## config.mk

```make
export PLATFORM = sky130hd
export DESIGN_NAME = hsl_to_rgb_converter_core
export DESIGN_NICKNAME = d
export VERILOG_FILES = /design/src/hdl/hslrgb_pkg.sv /design/src/hdl/hslrgb_front.sv /design/src/hdl/hslrgb_queue.sv /design/src/hdl/hslrgb_back.sv /design/src/hdl/hsl_to_rgb_converter_core.sv
export SDC_FILE = /design/constraint.sdc
export NUM_CORES = 2
export LEC_CHECK = 0
export BUFFER_PORTS_ARGS = -buffer_cell sky130_fd_sc_hd__buf_2
export CAP_MARGIN = 25
export CORE_ASPECT_RATIO = 1.2
export CORE_MARGIN = 2
export CORE_UTILIZATION = 59
export DETAILED_ROUTE_END_ITERATION = 16
export GPL_ROUTABILITY_DRIVEN = 0
export PLACE_DENSITY = 0.79
export SETUP_SLACK_MARGIN = 0.02
export SLEW_MARGIN = 20
export SYNTH_ARGS = -nofsm -noshare
export SYNTH_HDL_FRONTEND = slang
export SYNTH_SLANG_ARGS = --single-unit
```

## constraint.sdc

```tcl
create_clock -name clk -period 6.8 [get_ports clk]
set_input_delay 1.36 -clock clk [delete_from_list [all_inputs] [get_ports clk]]
set_output_delay 1.36 -clock clk [all_outputs]
set_load 0.02 [all_outputs]
```

## src/hdl/hslrgb_pkg.sv

```systemverilog
// Shared types and constants for the HSL to RGB converter.
`default_nettype none

package hslrgb_pkg;

    localparam int HUE_BITS_DEFAULT = 12;
    localparam int CFG_DATA_W       = 13;
    localparam int CFG_INDEX_W      = 2;
    localparam int CHROMA_W         = 25;
    localparam int QUEUE_DEPTH      = 2;
    localparam int SECTOR_W         = 3;

    localparam logic [CFG_DATA_W-1:0] Q_ONE           = 13'd4096;
    localparam logic [CFG_DATA_W-1:0] REG_RESET_VALUE = 13'd2048;

    localparam logic [CFG_INDEX_W-1:0] REG_SATURATION = 2'd0;
    localparam logic [CFG_INDEX_W-1:0] REG_LIGHTNESS  = 2'd1;

    typedef logic [SECTOR_W-1:0] sector_t;

    // Hue sectors, named by the colors they run between.
    localparam sector_t SEC_RED_YELLOW    = 3'd0;
    localparam sector_t SEC_YELLOW_GREEN  = 3'd1;
    localparam sector_t SEC_GREEN_CYAN    = 3'd2;
    localparam sector_t SEC_CYAN_BLUE     = 3'd3;
    localparam sector_t SEC_BLUE_MAGENTA  = 3'd4;
    localparam sector_t SEC_MAGENTA_RED   = 3'd5;

    // Terms that follow from the configuration registers alone.
    typedef struct packed {
        logic [CHROMA_W-1:0]   chroma;
        logic [CFG_DATA_W-1:0] light;
    } color_terms_t;

endpackage

`default_nettype wire

```

## src/hdl/hslrgb_front.sv

```systemverilog
// Front end: configuration registers, chroma term and hue sector classification.
`default_nettype none

module hslrgb_front #(
    parameter int HUE_BITS = hslrgb_pkg::HUE_BITS_DEFAULT
) (
    input  wire logic                                clk,
    input  wire logic                                rst_n,
    input  wire logic                                cfg_valid,
    input  wire logic [hslrgb_pkg::CFG_INDEX_W-1:0]  cfg_index,
    input  wire logic [hslrgb_pkg::CFG_DATA_W-1:0]   cfg_data,
    input  wire logic [HUE_BITS-1:0]                 hue,
    output hslrgb_pkg::sector_t                      sector,
    output logic [HUE_BITS:0]                        weight,
    output hslrgb_pkg::color_terms_t                 terms
);

    localparam int DW = hslrgb_pkg::CFG_DATA_W;
    localparam int H6W = HUE_BITS + 3;

    logic [DW-1:0] sat_reg;
    logic [DW-1:0] light_reg;
    logic [hslrgb_pkg::CHROMA_W-1:0] chroma_reg;
    logic [hslrgb_pkg::CHROMA_W-1:0] chroma_next;

    logic [DW-1:0] sat_c;
    logic [DW-1:0] light_c;
    logic [DW:0]   two_light;
    logic [DW:0]   dev;
    logic [DW-1:0] tval;
    logic [2*DW-1:0] prod;
    logic [H6W-1:0] h6;
    logic [HUE_BITS-1:0] frac;

    always_ff @(posedge clk or negedge rst_n)
    begin
        if (!rst_n)
        begin
            sat_reg   <= hslrgb_pkg::REG_RESET_VALUE;
            light_reg <= hslrgb_pkg::REG_RESET_VALUE;
        end
        else if (cfg_valid)
        begin
            if (cfg_index == hslrgb_pkg::REG_SATURATION)
            begin
                sat_reg <= cfg_data;
            end
            else if (cfg_index == hslrgb_pkg::REG_LIGHTNESS)
            begin
                light_reg <= cfg_data;
            end
        end
    end

    // Registered chroma; users must change registers only while idle, unchecked.
    always_comb
    begin
        sat_c     = (sat_reg > hslrgb_pkg::Q_ONE) ? hslrgb_pkg::Q_ONE : sat_reg;
        light_c   = (light_reg > hslrgb_pkg::Q_ONE) ? hslrgb_pkg::Q_ONE : light_reg;
        two_light = {light_c, 1'b0};
        if (two_light >= {1'b0, hslrgb_pkg::Q_ONE})
        begin
            dev = two_light - {1'b0, hslrgb_pkg::Q_ONE};
        end
        else
        begin
            dev = {1'b0, hslrgb_pkg::Q_ONE} - two_light;
        end
        tval        = hslrgb_pkg::Q_ONE - dev[DW-1:0];
        prod        = tval * sat_c;
        chroma_next = prod[hslrgb_pkg::CHROMA_W-1:0];
    end

    always_ff @(posedge clk)
    begin
        chroma_reg <= chroma_next;
    end

    assign terms.chroma = chroma_reg;
    assign terms.light  = light_c;

    // Six times the hue: the top bits give the sector, the rest the fraction.
    always_comb
    begin
        h6     = {1'b0, hue, 2'b00} + {2'b00, hue, 1'b0};
        sector = h6[H6W-1:HUE_BITS];
        frac   = h6[HUE_BITS-1:0];
        if (sector[0])
        begin
            weight = ((HUE_BITS+1)'(1) << HUE_BITS) - {1'b0, frac};
        end
        else
        begin
            weight = {1'b0, frac};
        end
    end

endmodule

`default_nettype wire

```

## src/hdl/hslrgb_queue.sv

```systemverilog
// Small request queue between the front end and the arithmetic back end.
`default_nettype none

module hslrgb_queue #(
    parameter int WIDTH = 16,
    parameter int DEPTH = hslrgb_pkg::QUEUE_DEPTH
) (
    input  wire logic             clk,
    input  wire logic             rst_n,
    input  wire logic             push,
    input  wire logic [WIDTH-1:0] push_data,
    input  wire logic             pop,
    output logic [WIDTH-1:0]      pop_data,
    output logic                  empty,
    output logic                  full
);

    localparam int PW = (DEPTH > 1) ? $clog2(DEPTH) : 1;
    localparam int CW = $clog2(DEPTH + 1);

    logic [WIDTH-1:0] entry_reg [DEPTH];
    logic [PW-1:0] wr_ptr_reg;
    logic [PW-1:0] wr_ptr_next;
    logic [PW-1:0] rd_ptr_reg;
    logic [PW-1:0] rd_ptr_next;
    logic [CW-1:0] count_reg;
    logic [CW-1:0] count_next;
    logic do_push;
    logic do_pop;

    assign empty    = (count_reg == CW'(0));
    assign full     = (count_reg == CW'(DEPTH));
    assign do_push  = push && !full;
    assign do_pop   = pop && !empty;
    assign pop_data = entry_reg[rd_ptr_reg];

    always_comb
    begin
        wr_ptr_next = wr_ptr_reg;
        rd_ptr_next = rd_ptr_reg;
        count_next  = count_reg;
        if (do_push)
        begin
            wr_ptr_next = (wr_ptr_reg == PW'(DEPTH - 1)) ? PW'(0) : wr_ptr_reg + PW'(1);
        end
        if (do_pop)
        begin
            rd_ptr_next = (rd_ptr_reg == PW'(DEPTH - 1)) ? PW'(0) : rd_ptr_reg + PW'(1);
        end
        if (do_push && !do_pop)
        begin
            count_next = count_reg + CW'(1);
        end
        else if (do_pop && !do_push)
        begin
            count_next = count_reg - CW'(1);
        end
    end

    always_ff @(posedge clk or negedge rst_n)
    begin
        if (!rst_n)
        begin
            wr_ptr_reg <= '0;
            rd_ptr_reg <= '0;
            count_reg  <= '0;
        end
        else
        begin
            wr_ptr_reg <= wr_ptr_next;
            rd_ptr_reg <= rd_ptr_next;
            count_reg  <= count_next;
        end
    end

    always_ff @(posedge clk)
    begin
        if (do_push)
        begin
            entry_reg[wr_ptr_reg] <= push_data;
        end
    end

endmodule

`default_nettype wire

```

## src/hdl/hslrgb_back.sv

```systemverilog
// Back end: second component, lightness offset and scaling to 8-bit channels.
`default_nettype none

module hslrgb_back #(
    parameter int HUE_BITS = hslrgb_pkg::HUE_BITS_DEFAULT
) (
    input  wire logic                     clk,
    input  wire logic                     rst_n,
    input  wire logic                     in_valid,
    input  wire hslrgb_pkg::sector_t      sector,
    input  wire logic [HUE_BITS:0]        weight,
    input  wire hslrgb_pkg::color_terms_t terms,
    output logic                          done,
    output logic [7:0]                    red,
    output logic [7:0]                    green,
    output logic [7:0]                    blue
);

    localparam int CHW   = hslrgb_pkg::CHROMA_W;
    localparam int VW    = CHW + HUE_BITS;
    localparam int SHIFT = 24 + HUE_BITS;
    localparam int SW    = VW + 8;
    localparam int QW    = SW - SHIFT;
    localparam int PRW   = CHW + HUE_BITS + 1;

    logic s1_valid_reg;
    logic s2_valid_reg;
    logic done_reg;
    hslrgb_pkg::sector_t s1_sector_reg;
    logic [VW-1:0] s1_x_reg;
    logic [VW-1:0] s1_cs_reg;
    logic [VW-1:0] s1_m_reg;
    logic [VW-1:0] v_r_reg;
    logic [VW-1:0] v_g_reg;
    logic [VW-1:0] v_b_reg;
    logic [7:0] red_reg;
    logic [7:0] green_reg;
    logic [7:0] blue_reg;

    logic [PRW-1:0] x_prod;
    logic [VW-1:0] m_next;
    logic [VW-1:0] comp_r;
    logic [VW-1:0] comp_g;
    logic [VW-1:0] comp_b;

    function automatic logic [7:0] to_byte(input logic [VW-1:0] v);
        logic [SW-1:0] scaled;
        logic [QW-1:0] q;
        begin
            scaled = (SW'(v) << 8) - SW'(v) + (SW'(1) << (SHIFT - 1));
            q      = scaled[SW-1:SHIFT];
            to_byte = (q > QW'(255)) ? 8'd255 : q[7:0];
        end
    endfunction

    // Stage 1: second component and the common offset L - C/2.
    always_comb
    begin
        x_prod = terms.chroma * weight;
        m_next = (VW'(terms.light) << (12 + HUE_BITS))
               - (VW'(terms.chroma) << (HUE_BITS - 1));
    end

    // Stage 2: place the components by sector.
    always_comb
    begin
        comp_r = '0;
        comp_g = '0;
        comp_b = '0;
        case (s1_sector_reg)
            hslrgb_pkg::SEC_RED_YELLOW:
            begin
                comp_r = s1_cs_reg;
                comp_g = s1_x_reg;
            end
            hslrgb_pkg::SEC_YELLOW_GREEN:
            begin
                comp_r = s1_x_reg;
                comp_g = s1_cs_reg;
            end
            hslrgb_pkg::SEC_GREEN_CYAN:
            begin
                comp_g = s1_cs_reg;
                comp_b = s1_x_reg;
            end
            hslrgb_pkg::SEC_CYAN_BLUE:
            begin
                comp_g = s1_x_reg;
                comp_b = s1_cs_reg;
            end
            hslrgb_pkg::SEC_BLUE_MAGENTA:
            begin
                comp_r = s1_x_reg;
                comp_b = s1_cs_reg;
            end
            hslrgb_pkg::SEC_MAGENTA_RED:
            begin
                comp_r = s1_cs_reg;
                comp_b = s1_x_reg;
            end
            default:
            begin
                comp_r = s1_cs_reg;
                comp_b = s1_x_reg;
            end
        endcase
    end

    always_ff @(posedge clk or negedge rst_n)
    begin
        if (!rst_n)
        begin
            s1_valid_reg <= 1'b0;
            s2_valid_reg <= 1'b0;
            done_reg     <= 1'b0;
        end
        else
        begin
            s1_valid_reg <= in_valid;
            s2_valid_reg <= s1_valid_reg;
            done_reg     <= s2_valid_reg;
        end
    end

    always_ff @(posedge clk)
    begin
        s1_sector_reg <= sector;
        s1_x_reg      <= x_prod[VW-1:0];
        s1_cs_reg     <= VW'(terms.chroma) << HUE_BITS;
        s1_m_reg      <= m_next;
        v_r_reg       <= comp_r + s1_m_reg;
        v_g_reg       <= comp_g + s1_m_reg;
        v_b_reg       <= comp_b + s1_m_reg;
        red_reg       <= to_byte(v_r_reg);
        green_reg     <= to_byte(v_g_reg);
        blue_reg      <= to_byte(v_b_reg);
    end

    assign done  = done_reg;
    assign red   = red_reg;
    assign green = green_reg;
    assign blue  = blue_reg;

endmodule

`default_nettype wire

```

## src/hdl/hsl_to_rgb_converter_core.sv

```systemverilog
// Top level of the HSL to RGB converter: front end, request queue and back end.
//
//  channel   signals                                   direction
//  request   start, busy, hue                          in (busy out)
//  result    done, red, green, blue                    out
//  config    cfg_valid, cfg_ready, cfg_index, cfg_data in (cfg_ready out)
//
// One hue is taken per clock while busy is low; each result appears on done after
// its request is accepted and has passed through the queue and three back-end stages.
// The back end drains the queue every cycle, so busy stays low in normal use.
// Reset returns saturation and lightness to one half and empties the pipeline.
// Results cannot be held off by the receiver; done lasts exactly one cycle.
`default_nettype none

module hsl_to_rgb_converter_core #(
    parameter int HUE_BITS = hslrgb_pkg::HUE_BITS_DEFAULT
) (
    input  wire logic                                clk,
    input  wire logic                                rst_n,
    input  wire logic                                start,
    output logic                                     busy,
    input  wire logic [HUE_BITS-1:0]                 hue,
    input  wire logic                                cfg_valid,
    output logic                                     cfg_ready,
    input  wire logic [hslrgb_pkg::CFG_INDEX_W-1:0]  cfg_index,
    input  wire logic [hslrgb_pkg::CFG_DATA_W-1:0]   cfg_data,
    output logic                                     done,
    output logic [7:0]                               red,
    output logic [7:0]                               green,
    output logic [7:0]                               blue
);

    localparam int EW = hslrgb_pkg::SECTOR_W + HUE_BITS + 1;

    hslrgb_pkg::sector_t      front_sector;
    logic [HUE_BITS:0]        front_weight;
    hslrgb_pkg::color_terms_t terms;
    logic [EW-1:0]            q_out;
    logic                     q_empty;
    logic                     q_full;
    logic                     accept;

    assign cfg_ready = 1'b1;
    assign busy      = q_full;
    assign accept    = start && !busy;

    hslrgb_front #(
        .HUE_BITS (HUE_BITS)
    ) u_front (
        .clk       (clk),
        .rst_n     (rst_n),
        .cfg_valid (cfg_valid && cfg_ready),
        .cfg_index (cfg_index),
        .cfg_data  (cfg_data),
        .hue       (hue),
        .sector    (front_sector),
        .weight    (front_weight),
        .terms     (terms)
    );

    hslrgb_queue #(
        .WIDTH (EW),
        .DEPTH (hslrgb_pkg::QUEUE_DEPTH)
    ) u_queue (
        .clk       (clk),
        .rst_n     (rst_n),
        .push      (accept),
        .push_data ({front_sector, front_weight}),
        .pop       (!q_empty),
        .pop_data  (q_out),
        .empty     (q_empty),
        .full      (q_full)
    );

    hslrgb_back #(
        .HUE_BITS (HUE_BITS)
    ) u_back (
        .clk      (clk),
        .rst_n    (rst_n),
        .in_valid (!q_empty),
        .sector   (q_out[EW-1:HUE_BITS+1]),
        .weight   (q_out[HUE_BITS:0]),
        .terms    (terms),
        .done     (done),
        .red      (red),
        .green    (green),
        .blue     (blue)
    );

`ifndef ASSERT_OFF
    a_never_busy: assert property (@(posedge clk) disable iff (!rst_n) !busy)
        else $error("request queue filled up");

    a_result_follows: assert property (@(posedge clk) disable iff (!rst_n)
        accept |-> ##4 done)
        else $error("accepted request produced no result");

    a_chroma_range: assert property (@(posedge clk) disable iff (!rst_n)
        terms.chroma <= (hslrgb_pkg::CHROMA_W'(1) << 24))
        else $error("chroma above one");
`endif

endmodule

`default_nettype wire
```

# Yosys cells after proc, flatten, opt, wreduce, memory -nomap -nowiden

Memories as Yosys holds them, arrays and structs flattened.
Index checks and enable logic that the tools add are counted.

Shift operators: 0
$mul: 2
Div/mod/pow operators: 0
Add/subtract/negate cells: 19
Magnitude comparators: 6
Equal/unequal tests: 6
Mux-type cells: 13
Bitwise logic cells: 1
Reduce and logical (&&, ||, !) cells: 19

Operator list:

| kind                     | count |
|---|---|
| $pmux W37 S2             | 3 |
| $add A45 B36 Y45 const B | 3 |
| $sub A45 B37 Y45         | 3 |
| $add A37 B37 Y37         | 3 |
| $mux W13                 | 4 |
| $mul A25 B13 Y37         | 1 |
| $sub A37 B36 Y37         | 1 |
| $gt A9 B8 Y1 const B     | 3 |
| $gt A13 B13 Y1 const B   | 2 |
| $sub A13 B13 Y13 const A | 2 |
| $mul A13 B13 Y25         | 1 |
| $add A14 B13 Y15         | 1 |
| $ge A14 B13 Y1 const B   | 1 |
| $sub A13 B12 Y13 const A | 1 |
| $sub A13 B13 Y13 const B | 1 |
| $reduce_or A2 Y1         | 6 |
| $eq A3 B2 Y1 const B     | 2 |
| $logic_and A1 B1 Y1      | 4 |
| $logic_not A2 Y1         | 2 |
| $mux W1                  | 4 |
| $mux W2                  | 2 |
| $eq A3 B1 Y1 const B     | 1 |
| $eq A3 B3 Y1 const B     | 1 |
| $logic_not A1 Y1         | 3 |
| other kinds (10)         | 11 |

Flip-flop bits (word level): 295
ROM bits: 0
Memories kept: 1
Output and inout port bits: 27
Bits in latches: 0
Input bits: 31
Word-level logic and storage cells: 86
RAM bits: 32

Memories:

| name              | depth | width | rd ports | clocked after Yosys merged registers in | wr ports | line               | RTL |
|---|---|---|---|---|---|---|---|
| u_queue.entry_reg | 2     | 16    | 1        | 0                                       | 1        | hslrgb_queue.sv:21 | `logic [WIDTH-1:0] entry_reg [DEPTH];` |

# Depth between registers and ports, before layout

Word-level depth: 8
Mapped depth: 34
Gate-level depth less buffers: 30

# Modules after synthesis

From an unflattened synthesis, not the netlist that was laid out.

Cell total of the unflattened synthesis: 3852
Area, all modules: 34157.8 µm²

Modules (own cells, without submodules):

| module                    | sequential area each (µm²) | area an instance (µm²) | times used | cells each |
|---|---|---|---|---|
| hslrgb_back               | 4579.4                     | 24706.2                | 1          | 2851 |
| hslrgb_front              | 1133.6                     | 8020.2                 | 1          | 928 |
| hslrgb_queue              | 1061.0                     | 1402.6                 | 1          | 69 |
| hsl_to_rgb_converter_core | 0.0                        | 28.8                   | 1          | 4 |

# Least setup slack after synthesis

Ideal clock, no wire load.

Path type: flip-flop to flip-flop
From: register u_front.light_reg[12]
To: register u_front.chroma_reg[24] (netlist name)
Data required time: 6.680 ns
Arrival time: 7.386 ns
Stages on the path, launching flop included: 32
Setup slack: -0.706 ns
Path buffers: 5
Library setup time: 0.120 ns
Period minus slack after synthesis: 7.506 ns
Cells stage by stage: dfrtp_1 > buf_2 > buf_1 > nand2b_1 > clkbuf_1 > ha_1 > a21oi_1 > xnor2_1 > nor2_1 > or3_1 > buf_2 > nor2_1 > xor2_1 > nor2_1 > fa_1 > fa_1 > fa_1 > fa_1 > inv_1 > fa_1 > inv_1 > ha_1 > and3_1 > clkbuf_1 > nand3_1 > nand2_1 > a41oi_1 > a211oi_1 > a311o_1 > a21o_1 > a21oi_1 > xnor2_1

Cells in the longest elaborated chain, start to end: 6
Elaborated cells between the ends (all ways): 8
Those cells by class: add/sub: 3; mul: 1; order compare: 2; mux: 2

Ends and longest elaborated chain:

| what                                           | line               | RTL |
|---|---|---|
| start, declared                                | hslrgb_front.sv:22 | `logic [DW-1:0] light_reg;` |
| start signal, assigned                         | hslrgb_front.sv:40 | `light_reg <= hslrgb_pkg::REG_RESET_VALUE;` |
| start signal, assigned                         | hslrgb_front.sv:50 | `light_reg <= cfg_data;` |
| $gt A13 B13 Y1                                 | hslrgb_front.sv:59 | `light_c = (light_reg > hslrgb_pkg::Q_ONE) ? hslrgb_pkg::Q_ONE : light_reg;` |
| $mux W13 (*)                                   | hslrgb_front.sv:59 |  |
| $sub A13 B13 Y13, or another cell as far along | hslrgb_front.sv:67 | `dev = {1'b0, hslrgb_pkg::Q_ONE} - two_light;` |
| $mux W13 (*)                                   | hslrgb_front.sv:61 | `if (two_light >= {1'b0, hslrgb_pkg::Q_ONE})` |
| $sub A13 B13 Y13 (*)                           | hslrgb_front.sv:69 | `tval = hslrgb_pkg::Q_ONE - dev[DW-1:0];` |
| $mul A13 B13 Y25 (*)                           | hslrgb_front.sv:70 | `prod = tval * sat_c;` |
| via u_front.prod[24]                           | hslrgb_front.sv:31 | `logic [2*DW-1:0] prod;` |
| end signal, assigned                           | hslrgb_front.sv:76 | `chroma_reg <= chroma_next;` |
| end, declared                                  | hslrgb_front.sv:23 | `logic [hslrgb_pkg::CHROMA_W-1:0] chroma_reg;` |

The timed path passes the listed nets; every way through them passes the cells marked *.
A chain may end at the register's enable or synchronous reset.

# Worst setup path after layout

From: register u_front.light_reg[1]
To: register u_front.chroma_reg[23] (netlist name)

Same word-level chain as after synthesis.

==> reports/qor.yml <==
status: "finished, final reports clean"
clock-skew-final_ns: 0.0313
antenna_left: 0
synth_cells: 3474
antenna_found_initial: 0
cpMaxStageDelayCell: "fa_1"
grt_max_degree: 60
max_stage_delay_ns: 0.56
end_kind: "register"
critPathKind: "register to register"
io_buffer_count: 56
setup_viol: 0
drt_iter0_drc: 1385
start_util_pct: 59.7
r2r_cells: 29
die-area_um2: 55000
tns_ns: 0
multi_input_area_um2: 22800
wire_per_inst_um: 17.6
clock_path_buffers: 3
period_needed_ns: 6.62
maxClockFrequency_mhz: 151
routed_wl_mm: 76.0
hold_path_class: "register to register"
synth_nets: 4279
area_growth_pct: 10.7
layout.nets: 4395
hold_viol_final: 0
crit_arrival_ns: 7.08
required_ns: 7.27
cts_tree: "yes"
slew_violations: 0
yosysWarnings: 0
grt-ovfl-total: 0
start_kind: "register"
dp_hpwl_mm: 61.8
tightestPinTransition_ns: 0.979
core_um2: 52500
htreeDepth: 2
synthTopCellsByCount: "544 x inv_1, 441 x ha_1, 412 x nand2_1"
ys_ff_latch: 302
cts_num_sinks: 302
dieWidth_um: 214
cap_violations: 0
numCtsBuffers: 34
slew-limit-headroom_pct: 34.7
boundaryPins: 58
yosysUniqueCellTypes: 85
rows: 92
hold_ws_ns: 0.356
synth_enable_flop_cells: 30
finalCritPeriodShare_pct: 97.3
utilization_pct: 66.1
netlist.area_leader.share_pct: 21.3
cts-root-buf: "clkbuf_16"
die_h_um: 257
grtUsageTotal_pct: 28.2
seqCellArea_um2: 6510
hold_buffers: 0
worstSkewPairLatency_ns: 0.56
clk_pin_slew_ns: 0.06
syn_avg_cell_area_um2: 9.02
vias: 24100
drc: 0
insertedDiodeCount: 0
fillers: 4211
drt_first_pass_iters: 5
rsz0062_at_grt: "yes"
grt_pass1_wl_mm: 125
holdPathStages: 0
synth_area_leaders: "fa_1 21%, ha_1 18%, dfxtp_1 15%, inv_1 6.5%, nand2_1 4.9%"
critical_path.max_fanout: 8
async_reset_ff_share_pct: 10.9
first_global_vias: 25400
drive_gt1_share_pct: 10.4
synth_most_common_cell: "inv_1"
syn-cell-area_um2: 31300
ys_seq_area_share_pct: 20.8
synth_area_leader_cell: "fa_1"
via_per_inst: 5.59
synth_flop_cell: "dfxtp_1"
[per-layer routing]
metal	wire, um	global-route usage [%]	up-vias
met3	3470	3.26	265
met5	0	0	-
met4	4340	15.5	0
li1	-	-	11500
met1	28700	31.2	11600
met2	39500	52.5	763
[path summary, 6_finish.rpt]
check                      slack [ns]                             start                              to
setup reg to reg                 0.18  u_front.light_reg[1]$_DFFE_PN0P_  u_front.chroma_reg[23]$_DFF_P_
max in group asynchronous        5.43                             rst_n  u_queue.rd_ptr_reg$_DFFE_PN0N_
hold reg to reg                  0.36     u_back.s1_valid_reg$_DFF_PN0_   u_back.s2_valid_reg$_DFF_PN0_
setup / recovery                 0.18  u_front.light_reg[1]$_DFFE_PN0P_  u_front.chroma_reg[23]$_DFF_P_
hold / removal                   0.36     u_back.s1_valid_reg$_DFF_PN0_   u_back.s2_valid_reg$_DFF_PN0_
min in group asynchronous        0.87                             rst_n  u_front.sat_reg[8]$_DFFE_PN0P_
[worst max-delay path, delay by kind of cell (launching register included)]
kind	cells	cell delay [ns]
AND/OR/NAND/NOR	5	0.98
flip-flops	1	0.40
adder cells (fa/ha/maj)	7	2.99
AO/OA/AOI/OAI	8	1.35
XOR/XNOR	3	0.46
buffers and inverters	6	0.36
[repair_timing]
| item | CTS | global route |
|---|---|---|
| endpoints found under the hold margin | 0 | 0 |
| gates cloned | 0 | 1 |
| gates resized for setup | 4 | 47 |
| pin swaps | 0 | 22 |
| buffers inserted | 3 | 8 |
| endpoints found under the setup margin | 4 | 8 |
[cell usage in the layout (no fill, tap or decap), types with 69 or more instances in the layout]
cell type	n
nand2_1	411
xnor2_1	128
ha_1	433
inv_1	541
dfxtp_1	239
nor2_1	236
fa_1	331
a21o_1	69
buf_4	119
a21oi_1	146
o21ai_0	75
[cell families after synthesis]
group	after synthesis	synth area share, %
simple gates	996	14.7
buf+inv	648	7.80
other cells	1	0.0120
compound gates	503	10.5
fa+ha+maj	774	38.9
mux	43	1.54
xor+xnor	207	5.81
flops	302	20.8
[stage by stage]
step,cells,setup slack [ns],area [um^2]
2_1_floorplan,3474,-0.00831,31600
3_3_place_gp,4247,0.0473,33200
3_5_place_dp,4247,-0.122,33200
4_1_cts,4312,0.0256,34400
5_1_grt,4321,-0.134,34700
6_report,4321,0.182,34700
[area by class of cell]
cell class	count	area share, %
Clock buffer	42	2.62
Inverter	545	5.89
Multi-Input combinational cell	2524	65.8
Tap cell	705	2.54
Clock inverter	20	0.728
Timing Repair Buffer	183	3.69
Sequential cell	302	18.8
Power is not shown: default switching activity piles up to over one toggle a cycle in this logic, so the estimate is an artifact.
